File: src/sv/bfhd_pkg.sv
package bfhd_pkg;

	// Line geometry
	localparam int MAX_WIDTH  = 2048;
	localparam int LINE_DEPTH = MAX_WIDTH / 2;
	localparam int LINE_AW    = $clog2(LINE_DEPTH);
	localparam int COL_W      = $clog2(MAX_WIDTH);
	localparam int WID_W      = COL_W + 1;
	localparam int NUM_CH     = 4;

	// Fixed register and field widths
	localparam int IMG_WIDTH_W  = 12;
	localparam int IMG_HEIGHT_W = 16;
	localparam int FMT_W        = 2;
	localparam int CFG_IDX_W    = 2;
	localparam int CFG_DATA_W   = 16;
	localparam int PIX_W        = 8;
	localparam int PAIR_W       = PIX_W + 1;
	localparam int TOTAL_W      = PIX_W + 2;

	// Reset values of the configuration registers
	localparam logic [IMG_WIDTH_W-1:0]  IMG_WIDTH_RST  = IMG_WIDTH_W'(2048);
	localparam logic [IMG_HEIGHT_W-1:0] IMG_HEIGHT_RST = IMG_HEIGHT_W'(2048);

	typedef enum logic [CFG_IDX_W-1:0] {
		REG_IMG_WIDTH    = 2'd0,
		REG_IMG_HEIGHT   = 2'd1,
		REG_PIXEL_FORMAT = 2'd2
	} bfhd_reg_t;

	typedef enum logic [FMT_W-1:0] {
		FMT_GRAY = 2'd0,
		FMT_RGB  = 2'd1,
		FMT_RGBA = 2'd2
	} bfhd_fmt_t;

	typedef logic [NUM_CH-1:0][PIX_W-1:0]  bfhd_pix_t;
	typedef logic [NUM_CH-1:0][PAIR_W-1:0] bfhd_pair_t;

	// Line buffer request issued at the edge that accepts a pixel
	typedef struct packed {
		logic               we;
		logic               re;
		logic [LINE_AW-1:0] addr;
	} bfhd_ram_req_t;

	// What a pixel leaves for the vertical stage
	typedef struct packed {
		logic              emit;
		logic              h_one;
		logic              last;
		logic [NUM_CH-1:0] mask;
	} bfhd_step_t;

	// Pipeline status seen by the top level
	typedef struct packed {
		logic s1_valid;
		logic s1_move;
	} bfhd_pipe_stat_t;

	// Active channel lanes for a format code; the unassigned code means four
	function automatic logic [NUM_CH-1:0] chan_mask(input logic [FMT_W-1:0] fmt);
		logic [NUM_CH-1:0] m;
		case (fmt)
			FMT_GRAY: m = 4'b0001;
			FMT_RGB:  m = 4'b0111;
			default:  m = 4'b1111;
		endcase
		return m;
	endfunction

endpackage

File: src/sv/bfhd_vsum.sv
module bfhd_vsum (
	input  logic                      clk,
	input  logic                      arst_n,
	input  logic                      accept,
	input  bfhd_pkg::bfhd_step_t      step,
	input  bfhd_pkg::bfhd_pair_t      pair,
	input  bfhd_pkg::bfhd_pair_t      line_data,
	input  logic                      out_stall,
	output logic                      in_stall,
	output logic                      out_valid,
	output bfhd_pkg::bfhd_pix_t       out_pix,
	output logic                      out_last,
	output bfhd_pkg::bfhd_pipe_stat_t stat
);
	import bfhd_pkg::*;

	logic                valid_s1;
	bfhd_pair_t          pair_s1;
	logic                h_one_s1;
	logic                last_s1;
	logic [NUM_CH-1:0]   mask_s1;
	logic                out_valid_q;
	bfhd_pix_t           out_pix_q;
	logic                out_last_q;
	logic                s1_move;
	bfhd_pix_t           avg;

	// Stage 1 drains into the output register when that is free or taken
	assign s1_move  = valid_s1 && (!out_valid_q || !out_stall);
	assign in_stall = valid_s1 && !s1_move;

	always_ff @(posedge clk or negedge arst_n) begin
		if (!arst_n) begin
			valid_s1 <= 1'b0;
		end else if (accept) begin
			valid_s1 <= step.emit;
		end else if (s1_move) begin
			valid_s1 <= 1'b0;
		end
	end

	always_ff @(posedge clk) begin
		if (accept) begin
			pair_s1  <= pair;
			h_one_s1 <= step.h_one;
			last_s1  <= step.last;
			mask_s1  <= step.mask;
		end
	end

	// Add the parked row and truncate the sum of four
	always_comb begin
		for (int i = 0; i < NUM_CH; i++) begin
			logic [TOTAL_W-1:0] total;
			if (h_one_s1) begin
				total = {pair_s1[i], 1'b0};
			end else begin
				total = TOTAL_W'(line_data[i]) + TOTAL_W'(pair_s1[i]);
			end
			avg[i] = mask_s1[i] ? total[TOTAL_W-1:2] : '0;
		end
	end

	// Output register
	always_ff @(posedge clk or negedge arst_n) begin
		if (!arst_n) begin
			out_valid_q <= 1'b0;
		end else if (s1_move) begin
			out_valid_q <= 1'b1;
		end else if (!out_stall) begin
			out_valid_q <= 1'b0;
		end
	end

	always_ff @(posedge clk) begin
		if (s1_move) begin
			out_pix_q  <= avg;
			out_last_q <= last_s1;
		end
	end

	assign out_valid = out_valid_q;
	assign out_pix   = out_pix_q;
	assign out_last  = out_last_q;

	always_comb begin
		stat.s1_valid = valid_s1;
		stat.s1_move  = s1_move;
	end

endmodule

File: config.mk
export PLATFORM = sky130hd
export DESIGN_NAME = bfhd_vsum
export DESIGN_NICKNAME = d
export VERILOG_FILES = /design/src/sv/bfhd_pkg.sv /design/src/sv/bfhd_vsum.sv
export SDC_FILE = /design/constraint.sdc
export NUM_CORES = 1
export LEC_CHECK = 0
export ABC_AREA = 1
export BUFFER_PORTS_ARGS = -buffer_cell sky130_fd_sc_hd__buf_2
export CELL_PAD_IN_SITES_DETAIL_PLACEMENT = 0
export CELL_PAD_IN_SITES_GLOBAL_PLACEMENT = 1
export CORE_ASPECT_RATIO = 0.75
export CORE_UTILIZATION = 36
export CTS_CLUSTER_DIAMETER = 200
export DETAILED_ROUTE_END_ITERATION = 8
export GPL_TIMING_DRIVEN = 0
export HOLD_SLACK_MARGIN = 0.1
export PLACE_DENSITY_LB_ADDON = 0.1
export SYNTH_ARGS = -nofsm -noshare
export SYNTH_HDL_FRONTEND = slang
export SYNTH_SLANG_ARGS = --single-unit
export TNS_END_PERCENT = 100
File: constraint.sdc
create_clock -name clk -period 3.11 [get_ports clk]
set_input_delay 0.622 -clock clk [delete_from_list [all_inputs] [get_ports clk]]
set_output_delay 0.622 -clock clk [all_outputs]
set_load 0.05 [all_outputs]
==> impl_metrics.json <==
{
  "status": "completed",
  "hold_path_class": "flip-flop to flip-flop",
  "slew_violations": 0,
  "cts_root_buf": "clkbuf_16",
  "endpoint_kind": "primary output",
  "yosysSeqAreaShare": 0.521,
  "track_usage": 0.181,
  "cp_data_required_time_ps": 2490,
  "gr-total-overflow": 0,
  "drtIter0Drc": 191,
  "hpwl_mm": 8.12,
  "cts.repair.resized": 0,
  "grt_max_degree": 45,
  "fmax_ghz": 0.399,
  "start_util": 0.375,
  "synth_nets": 600,
  "core.rowCount": 34,
  "cts_buffers": 9,
  "placedCellCount": 767,
  "powerDensity_nw_per_um2": 540,
  "insertion_delay_ps": 330,
  "synth_cell_type_count": 24,
  "clkSinkCount": 77,
  "finalNetCount": 732,
  "critical_path_class": "flip-flop to primary output",
  "yosysTopAreaCell": "edfxtp_1",
  "ys_seq_elements": 77,
  "n_antenna_cell": 0,
  "final_cell_mix": "buf_2, nand2_1, edfxtp_1, nor2_1, inv_1",
  "syn_avg_cell_area_sq_um": 9.10,
  "gp_congestion": 0.852,
  "final-setup-viol-count": 0,
  "netlist_instances": 485,
  "synth_area_leaders": "edfxtp_1, ha_1, nand2_1",
  "critical_path.max_fanout": 22,
  "tightest_slew_ps": 1090,
  "ios": 120,
  "drc": 0,
  "max_slew_margin": 0.276,
  "period_share": 0.806,
  "areaGrowthSynthToFinish_pct": 25.6,
  "antenna_found_initial": 0,
  "reg2reg_slack_ps": 1350,
  "r2r_end": "out_pix[18]$_SDFFCE_PN0P_",
  "rsz0062_at_grt": "false",
  "htreeDepth": 3,
  "design_area_sq_um": 5550,
  "wl_mm": 10.9,
  "dr.pass1.iters": 5,
  "power_w": 0.00299,
  "fp.dieW_um": 130,
  "drive_above_1_share": 0.241,
  "rr_worst_depth": 6,
  "p_leak_nw": 2.72,
  "crit_end": "stat[0]",
  "dieHeight_um": 97.9,
  "period_needed_ps": 2510,
  "cp-start-kind": "flip-flop",
  "rr_startpoint": "pair_s1[21]$_DFFE_PP_",
  "hold_viol_final": 0,
  "ctsLongestPathBuffers": 2,
  "clk_pin_slew_ps": 50,
  "die-area_sq_um": 12700,
  "synth_warnings": 0,
  "max_cap_violations": 0,
  "cts_tree": "built",
  "ir_drop_uv": 289,
  "core_area_sq_um": 11800,
  "ant_nets": 0,
  "grt_pass1_vias": 3523,
  "final_util": 0.471,
  "netlist_area_sq_um": 4420,
  "synth_top_area_frac": 0.510,
  "crit_start": "out_valid$_DFFE_PN0P_",
  "port_buffers": 119,
  "viasPerCell": 4.61,
  "clock_skew_ps": 5.61,
  "final_common_cell": "buf_2",
  "dpl-instance-area_sq_um": 5250,
  "cp.arrival_ps": 1880,
  "wire_per_inst_um": 13.9,
  "holdWs_ps": 420,
  "grt_pass1_wl_mm": 17.3,
  "fin_cells": 784,
  "via_count": 3618
}
[per-layer routing]
metal	track usage	vias up	wire length, um
met5	0	-	0
met4	0.0519	0	78
met3	0.0488	9	632
met2	0.278	103	4730
met1	0.249	1612	5430
li1	-	1894	-
[registers in the layout (all words and copies together), names as in the netlist]
signal     flops
out_last       1
mask_s1        4
valid_s1       1
h_one_s1       1
out_valid      1
last_s1        1
out_pix       32
pair_s1       36
[cells in the mapped netlist]
| master | instances |
|---|---|
| nand4_1 | 8 |
| buf_6 | 3 |
| buf_4 | 2 |
| edfxtp_1 | 75 |
| a211o_1 | 3 |
| dfrtp_1 | 2 |
| buf_2 | 2 |
| a21o_1 | 4 |
| inv_2 | 1 |
| o31ai_1 | 1 |
| clkinv_1 | 4 |
| clkbuf_1 | 1 |
| a21oi_2 | 4 |
| inv_1 | 64 |
| o21bai_1 | 4 |
| nor2_2 | 5 |
| o21ai_1 | 4 |
| nor2_1 | 74 |
| o21ai_0 | 20 |
| ha_1 | 32 |
| nand3_1 | 40 |
| nand2_1 | 98 |
| xor2_1 | 12 |
| a21oi_1 | 22 |
[power by group]
| part | internal [W] | switching (W) |
|---|---|---|
| clock network | 0.000612 | 0.000393 |
| logic | 0.000246 | 0.000465 |
| registers | 0.00124 | 0.0000380 |
| total | 0.00210 | 0.000896 |
[per-stage QoR]
stage | worst slack, ps | TNS (ps)
6_report | 604 | 0
5_1_grt | 455 | 0
4_1_cts | 556 | 0
3_5_place_dp | 592 | 0
3_3_place_gp | -375 | -375
2_1_floorplan | 450 | 0
[worst min-delay path by stage]
stage	from	to	slack (ps)	cells past startpoint
2_1_floorplan	arst_n	out_valid$_DFFE_PN0P_	330	0
4_1_cts	last_s1$_DFFE_PP_	out_last$_DFFE_PP_	420	0
3_5_place_dp	arst_n	valid_s1$_DFFE_PN0P_	410	1
5_1_grt	pair[32]	pair_s1[32]$_DFFE_PP_	440	1
6_report	last_s1$_DFFE_PP_	out_last$_DFFE_PP_	420	0
3_3_place_gp	last_s1$_DFFE_PP_	out_last$_DFFE_PP_	400	0
[worst max-delay path, stage by stage (launching register included)]
cell and delay (ps):
dfrtp_1 410, a21oi_4 520, buf_16 250, buf_4 120, buf_2 240
[cells by family after synthesis]
logic type      Yosys count  synth area share
simple gates            225             0.210
buf+inv                  77            0.0728
flops                    77             0.521
compound gates           62            0.0813
fa+ha+maj                32            0.0907
xor+xnor                 12            0.0238
[layout make-up]
class | count | area, sq um
Buffer | 8 | 62.6
Clock buffer | 10 | 229
Clock inverter | 6 | 53.8
Fill cell | 1179 | 6240
Inverter | 69 | 259
Multi-Input combinational cell | 331 | 1800
Sequential cell | 77 | 2300
Tap cell | 162 | 203
Timing Repair Buffer | 121 | 633
[repair_timing]
| item | CTS | global route |
|---|---|---|
| setup endpoints to repair | 0 | 0 |
| hold buffers | 1 | 0 |
| hold endpoints to repair | 2 | 0 |
| setup buffers | 0 | 0 |
No activity file was read; power rests on OpenSTA's default activity.
