==> config.mk <==
export PLATFORM = sky130hd
export DESIGN_NAME = bfhd_raster
export DESIGN_NICKNAME = d
export VERILOG_FILES = /design/src/sv/bfhd_pkg.sv /design/src/sv/bfhd_raster.sv
export SDC_FILE = /design/constraint.sdc
export NUM_CORES = 1
export LEC_CHECK = 0
export BUFFER_PORTS_ARGS = -buffer_cell sky130_fd_sc_hd__buf_2
export CAP_MARGIN = 20
export CELL_PAD_IN_SITES_DETAIL_PLACEMENT = 1
export CELL_PAD_IN_SITES_GLOBAL_PLACEMENT = 2
export CORE_ASPECT_RATIO = 0.9
export CORE_MARGIN = 8
export CORE_UTILIZATION = 30
export CTS_BUF_LIST = sky130_fd_sc_hd__clkbuf_8
export CTS_CLUSTER_SIZE = 30
export DETAILED_ROUTE_END_ITERATION = 12
export PLACE_DENSITY_LB_ADDON = 0.25
export SLEW_MARGIN = 10
export SYNTH_ARGS = -nofsm -noshare
export SYNTH_HDL_FRONTEND = slang
export SYNTH_SLANG_ARGS = --single-unit
==> constraint.sdc <==
create_clock -name clk -period 4.71 [get_ports clk]
set_input_delay 0 -clock clk [delete_from_list [all_inputs] [get_ports clk]]
set_output_delay 0 -clock clk [all_outputs]
set_load 0.01 [all_outputs]
==> src/sv/bfhd_pkg.sv <==
package bfhd_pkg;

	// Line geometry
	localparam int MAX_WIDTH  = 2048;
	localparam int LINE_DEPTH = MAX_WIDTH / 2;
	localparam int LINE_AW    = $clog2(LINE_DEPTH);
	localparam int COL_W      = $clog2(MAX_WIDTH);
	localparam int WID_W      = COL_W + 1;
	localparam int NUM_CH     = 4;

	// Fixed register and field widths
	localparam int IMG_WIDTH_W  = 12;
	localparam int IMG_HEIGHT_W = 16;
	localparam int FMT_W        = 2;
	localparam int CFG_IDX_W    = 2;
	localparam int CFG_DATA_W   = 16;
	localparam int PIX_W        = 8;
	localparam int PAIR_W       = PIX_W + 1;
	localparam int TOTAL_W      = PIX_W + 2;

	// Reset values of the configuration registers
	localparam logic [IMG_WIDTH_W-1:0]  IMG_WIDTH_RST  = IMG_WIDTH_W'(2048);
	localparam logic [IMG_HEIGHT_W-1:0] IMG_HEIGHT_RST = IMG_HEIGHT_W'(2048);

	typedef enum logic [CFG_IDX_W-1:0] {
		REG_IMG_WIDTH    = 2'd0,
		REG_IMG_HEIGHT   = 2'd1,
		REG_PIXEL_FORMAT = 2'd2
	} bfhd_reg_t;

	typedef enum logic [FMT_W-1:0] {
		FMT_GRAY = 2'd0,
		FMT_RGB  = 2'd1,
		FMT_RGBA = 2'd2
	} bfhd_fmt_t;

	typedef logic [NUM_CH-1:0][PIX_W-1:0]  bfhd_pix_t;
	typedef logic [NUM_CH-1:0][PAIR_W-1:0] bfhd_pair_t;

	// Line buffer request issued at the edge that accepts a pixel
	typedef struct packed {
		logic               we;
		logic               re;
		logic [LINE_AW-1:0] addr;
	} bfhd_ram_req_t;

	// What a pixel leaves for the vertical stage
	typedef struct packed {
		logic              emit;
		logic              h_one;
		logic              last;
		logic [NUM_CH-1:0] mask;
	} bfhd_step_t;

	// Pipeline status seen by the top level
	typedef struct packed {
		logic s1_valid;
		logic s1_move;
	} bfhd_pipe_stat_t;

	// Active channel lanes for a format code; the unassigned code means four
	function automatic logic [NUM_CH-1:0] chan_mask(input logic [FMT_W-1:0] fmt);
		logic [NUM_CH-1:0] m;
		case (fmt)
			FMT_GRAY: m = 4'b0001;
			FMT_RGB:  m = 4'b0111;
			default:  m = 4'b1111;
		endcase
		return m;
	endfunction

endpackage

==> src/sv/bfhd_raster.sv <==
module bfhd_raster (
	input  logic                                    clk,
	input  logic                                    arst_n,
	input  logic                                    accept,
	input  bfhd_pkg::bfhd_pix_t                     pix,
	input  logic [bfhd_pkg::IMG_WIDTH_W-1:0]        img_width,
	input  logic [bfhd_pkg::IMG_HEIGHT_W-1:0]       img_height,
	input  logic [bfhd_pkg::FMT_W-1:0]              pixel_format,
	output bfhd_pkg::bfhd_ram_req_t                 ram_req,
	output bfhd_pkg::bfhd_pair_t                    pair,
	output bfhd_pkg::bfhd_step_t                    step
);
	import bfhd_pkg::*;

	logic [COL_W-1:0]          col_q;
	logic [IMG_HEIGHT_W-1:0]   row_q;
	bfhd_pix_t                 held_q;

	logic [WID_W-1:0]          eff_w;
	logic [IMG_HEIGHT_W-1:0]   eff_h;
	logic                      w_one;
	logic                      h_one;
	logic [COL_W-1:0]          half_w;
	logic [IMG_HEIGHT_W-2:0]   half_h;
	logic                      col_in_pairs;
	logic                      row_in_pairs;
	logic                      have_pair;
	logic                      hold_left;
	logic [LINE_AW-1:0]        k;
	logic [LINE_AW-1:0]        outw_m1;
	logic [IMG_HEIGHT_W-2:0]   oy;
	logic [IMG_HEIGHT_W-2:0]   outh_m1;
	logic                      row_end;
	logic                      img_end;

	// Clamp the image size
	always_comb begin
		if (img_width == '0) begin
			eff_w = WID_W'(1);
		end else if (32'(img_width) > MAX_WIDTH) begin
			eff_w = WID_W'(MAX_WIDTH);
		end else begin
			eff_w = WID_W'(img_width);
		end
		eff_h = (img_height == '0) ? IMG_HEIGHT_W'(1) : img_height;
	end

	assign w_one  = (eff_w == WID_W'(1));
	assign h_one  = (eff_h == IMG_HEIGHT_W'(1));
	assign half_w = eff_w[WID_W-1:1];
	assign half_h = eff_h[IMG_HEIGHT_W-1:1];

	// Horizontal pairing
	assign col_in_pairs = ({1'b0, col_q} < {half_w, 1'b0});
	assign hold_left    = !w_one && col_in_pairs && !col_q[0];
	assign have_pair    = w_one || (col_in_pairs && col_q[0]);
	assign k            = w_one ? '0 : col_q[COL_W-1:1];

	always_comb begin
		for (int i = 0; i < NUM_CH; i++) begin
			if (w_one) begin
				pair[i] = {pix[i], 1'b0};
			end else begin
				pair[i] = PAIR_W'(held_q[i]) + PAIR_W'(pix[i]);
			end
		end
	end

	// Vertical pairing: even rows park in the line, odd rows read it back
	assign row_in_pairs = ({1'b0, row_q} < {1'b0, half_h, 1'b0});

	always_comb begin
		ram_req.addr = k;
		ram_req.we   = accept && have_pair && !h_one && row_in_pairs && !row_q[0];
		ram_req.re   = accept && have_pair && !h_one && row_in_pairs && row_q[0];
	end

	// Last output pixel of the reduced image
	assign outw_m1 = w_one ? '0 : LINE_AW'(half_w - COL_W'(1));
	assign oy      = h_one ? '0 : row_q[IMG_HEIGHT_W-1:1];
	assign outh_m1 = h_one ? '0 : (half_h - (IMG_HEIGHT_W-1)'(1));

	always_comb begin
		step.emit  = have_pair && (h_one || (row_in_pairs && row_q[0]));
		step.h_one = h_one;
		step.last  = (k == outw_m1) && (oy == outh_m1);
		step.mask  = chan_mask(pixel_format);
	end

	// Raster counters; a counter past a shrunken limit also wraps
	assign row_end = ({1'b0, col_q} >= (eff_w - WID_W'(1)));
	assign img_end = (row_q >= (eff_h - IMG_HEIGHT_W'(1)));

	always_ff @(posedge clk or negedge arst_n) begin
		if (!arst_n) begin
			col_q <= '0;
			row_q <= '0;
		end else if (accept) begin
			if (row_end) begin
				col_q <= '0;
				row_q <= img_end ? '0 : row_q + IMG_HEIGHT_W'(1);
			end else begin
				col_q <= col_q + COL_W'(1);
			end
		end
	end

	// Hold the even-column pixel of the current pair
	always_ff @(posedge clk or negedge arst_n) begin
		if (!arst_n) begin
			held_q <= '0;
		end else if (accept && hold_left) begin
			held_q <= pix;
		end
	end

endmodule

==> flow_summary.yaml <==
synthesis:
  synth_area_per_cell_um2: 8.29
  yosysSeqAreaShare_pct: 21.3
  ys_seq_elements: 59
  yosys_warnings: 0
  postSynth.asyncResetShare_pct: 100
  synth_xor_area_share_pct: 9.24
  synthTopCellsByArea: "dfrtp_1 21%, ha_1 17%, xnor2_1 6.6%, mux2_4 5.6%, o21ai_0 4.1%"
  synth_top_family_by_area: "simple AND/OR/NAND/NOR gates"
  yosys.area_share.simple_pct: 20.6
  synth_flop_cell: "dfrtp_1"
  synthCells: 835
  synth_nets: 996
  syn_area_um2: 6920
  synth_top_area_share_pct: 21.3
  synthAdderAreaFrac_pct: 17.8
  yosysTopAreaCell: "dfrtp_1"
  ys_types: 70
  synth_compound_area_share_pct: 18.3
  synth_edf_count: 0
  synthMuxAreaShare_pct: 7.27
global_routing:
  grt-ovfl-total: 0
  grt_pass1_vias: 6732
  grt_use_total_pct: 15.4
  grt_max_degree: 60
  antenna_found_initial: 0
  grt_pass1_wl_mm: 35.9
sta:
  rsz0062_at_grt: "no"
  min_period_over_period_pct: 83.9
  relSlewSlack_pct: 44.7
  worst_pin_slew_ps: 824
  hold_viol_final: 0
  setup_viol: 0
  max_freq_ghz: 0.253
  fin_worst_skew_ps: 8.10
  tns_ps: 0
  drv_slew: 0
  fin_crit_ps: 3950
  setup_slack_ps: 759
route:
  first_pass_iters: 4
  drt_wl_total_mm: 21.5
  drc_errors: 0
  ant_nets: 0
  routed-via-count: 6397
  routedWlPerCell_um: 16.9
  first_iter_violations: 218
  avgViaCountPerCell: 5.03
power:
  max-vdd-ir-drop_v: 0.000175
  power_density_nw_per_um2: 350
  p_leak_nw: 3.96
floorplanning:
  start_util_pct: 30.7
  die-area_um2: 28200
  core_um2: 22600
  num_rows: 52
  die_w_um: 176
  pin_count: 120
  dieHeight_um: 160
setup_path:
  worstSetupStartpointType: "primary input"
  crit_chain: "buf_2 -> nor4_1 -> nand4_1 -> o21bai_1 -> inv_1 -> ha_1 -> and3_1 -> nand2_1 -> xnor2_1 -> ha_1 -> and4_1 -> a221o_1 -> a221o_1 -> nor2_2 -> nand2_2 -> o41ai_2"
  crit_type: "primary input to register"
  cp_max_fo: 11
  arrival_ps: 4200
  path_buf_inv: 2
  required_ps: 4960
  crit_family: "simple AND/OR/NAND/NOR gates"
  endpoint_kind: "register"
  slowest_stage: "nor4_1"
  cp_slowest_stage_delay_ps: 690
place:
  place_ws_ps: 457
  numPortBuffers: 118
  post-dp-hpwl_mm: 16.8
  dp_cells: 1222
  placed_area_um2: 7760
  place.gp.congestion: 0.812
cells_and_area:
  fin_cells: 1272
  nFillCells: 2732
  finish.utilization_pct: 36.8
  final_cell_mix: "118 x buf_2, 92 x ha_1, 65 x nor2_1"
  nets: 1131
  layout_commonest_cell: "buf_2"
  diodes: 0
  area_delta_synth_final_pct: 20.1
  drive_above_1_share_pct: 18.7
  design_area_um2: 8310
clock_tree:
  cts_tree: "done"
  clock_path_buffers: 2
  clkSinkCount: 59
  cts_buffers: 9
  clock_latency_ps: 350
  cts-root-buf: "clkbuf_8"
  cts_setup_buffers: 0
  path_clk_slew_ps: 70
  htree_levels: 3
run_status:
  outcome: "complete, no violations"
job:
  cap_violations: 0
worst_hold_path:
  min_path_type: "primary input to output pin"
[repair_timing]
action,in CTS,in global routing
hold buffers,34,0
resized for setup,0,0
hold endpoints to repair,92,0
[worst paths after layout]
check | slack (ps) | endpoint | start | cells past startpoint
min in group asynchronous | 330 | held_q[10]$_DFFE_PN0P_ | arst_n | 3
max | 760 | row_q[7]$_DFFE_PN0P_ | img_height[4] | 16
max in group asynchronous | 3830 | col_q[6]$_DFFE_PN0P_ | arst_n | 3
min reg2reg | 510 | held_q[23]$_DFFE_PN0P_ | held_q[23]$_DFFE_PN0P_ | 1
min | 200 | step[3] | pixel_format[1] | 2
max reg2reg | 1930 | row_q[7]$_DFFE_PN0P_ | row_q[9]$_DFFE_PN0P_ | 8
[per-layer routing]
layer  global-route usage, %  vias up  part of all wire [%]
li1                        -     3260                     -
met3                    2.59        8                   3.6
met4                    2.54        0                  0.53
met2                    24.9       96                    45
met1                    21.2     3033                    51
met5                       0        -                     0
[Yosys cell counts, drive strengths merged, types with 11 or more instances]
master / n
ha: 92
nor2: 66
nand2: 60
dfrtp: 59
o21ai: 57
a21oi: 56
inv: 52
xnor2: 52
nand3: 33
mux2: 28
nor3: 23
clkbuf: 21
xor2: 21
a21o: 18
and2: 16
a31oi: 14
buf: 13
nand4: 13
nor4: 13
and3: 11
nand2b: 11
[kinds of logic (layout without fill, tap and decap cells)]
family          Yosys count  count (layout)
simple gates            279             279
compound gates          203             203
fa+ha+maj                96              96
buf+inv                  87             227
xor+xnor                 73              73
flops                    59              59
mux                      37              37
other cells               1               1
[state kept, by name, summed over array words and instances (netlist names)]
register	flops
held_q	32
row_q	16
col_q	11
[layout make-up]
class	instances	area, um2	share of cell area, %
well taps	297	372	4.47
flip-flops and latches	59	1480	17.8
multi-input cells	689	5070	61.1
repair buffers	158	976	11.7
inverters	53	199	2.39
clock buffers	15	206	2.48
clock inverters	1	3.75	0.0452
[metrics by stage]
step / power, mW / hold slack (ps)
floorplan: 1.87 / -296
global placement: 2.41 / 199
detailed placement: 2.42 / 206
CTS: 2.97 / 206
global route: 3.18 / 230
finish: 2.90 / 201
[report_power, final]
| group | leakage, nW | switching, mW | total, mW | internal, mW |
|---|---|---|---|---|
| logic | 3.12 | 0.849 | 1.64 | 0.789 |
| registers | 0.726 | 0.142 | 0.773 | 0.631 |
| clock network | 0.113 | 0.217 | 0.493 | 0.276 |
(Power assumes the default switching activity.)
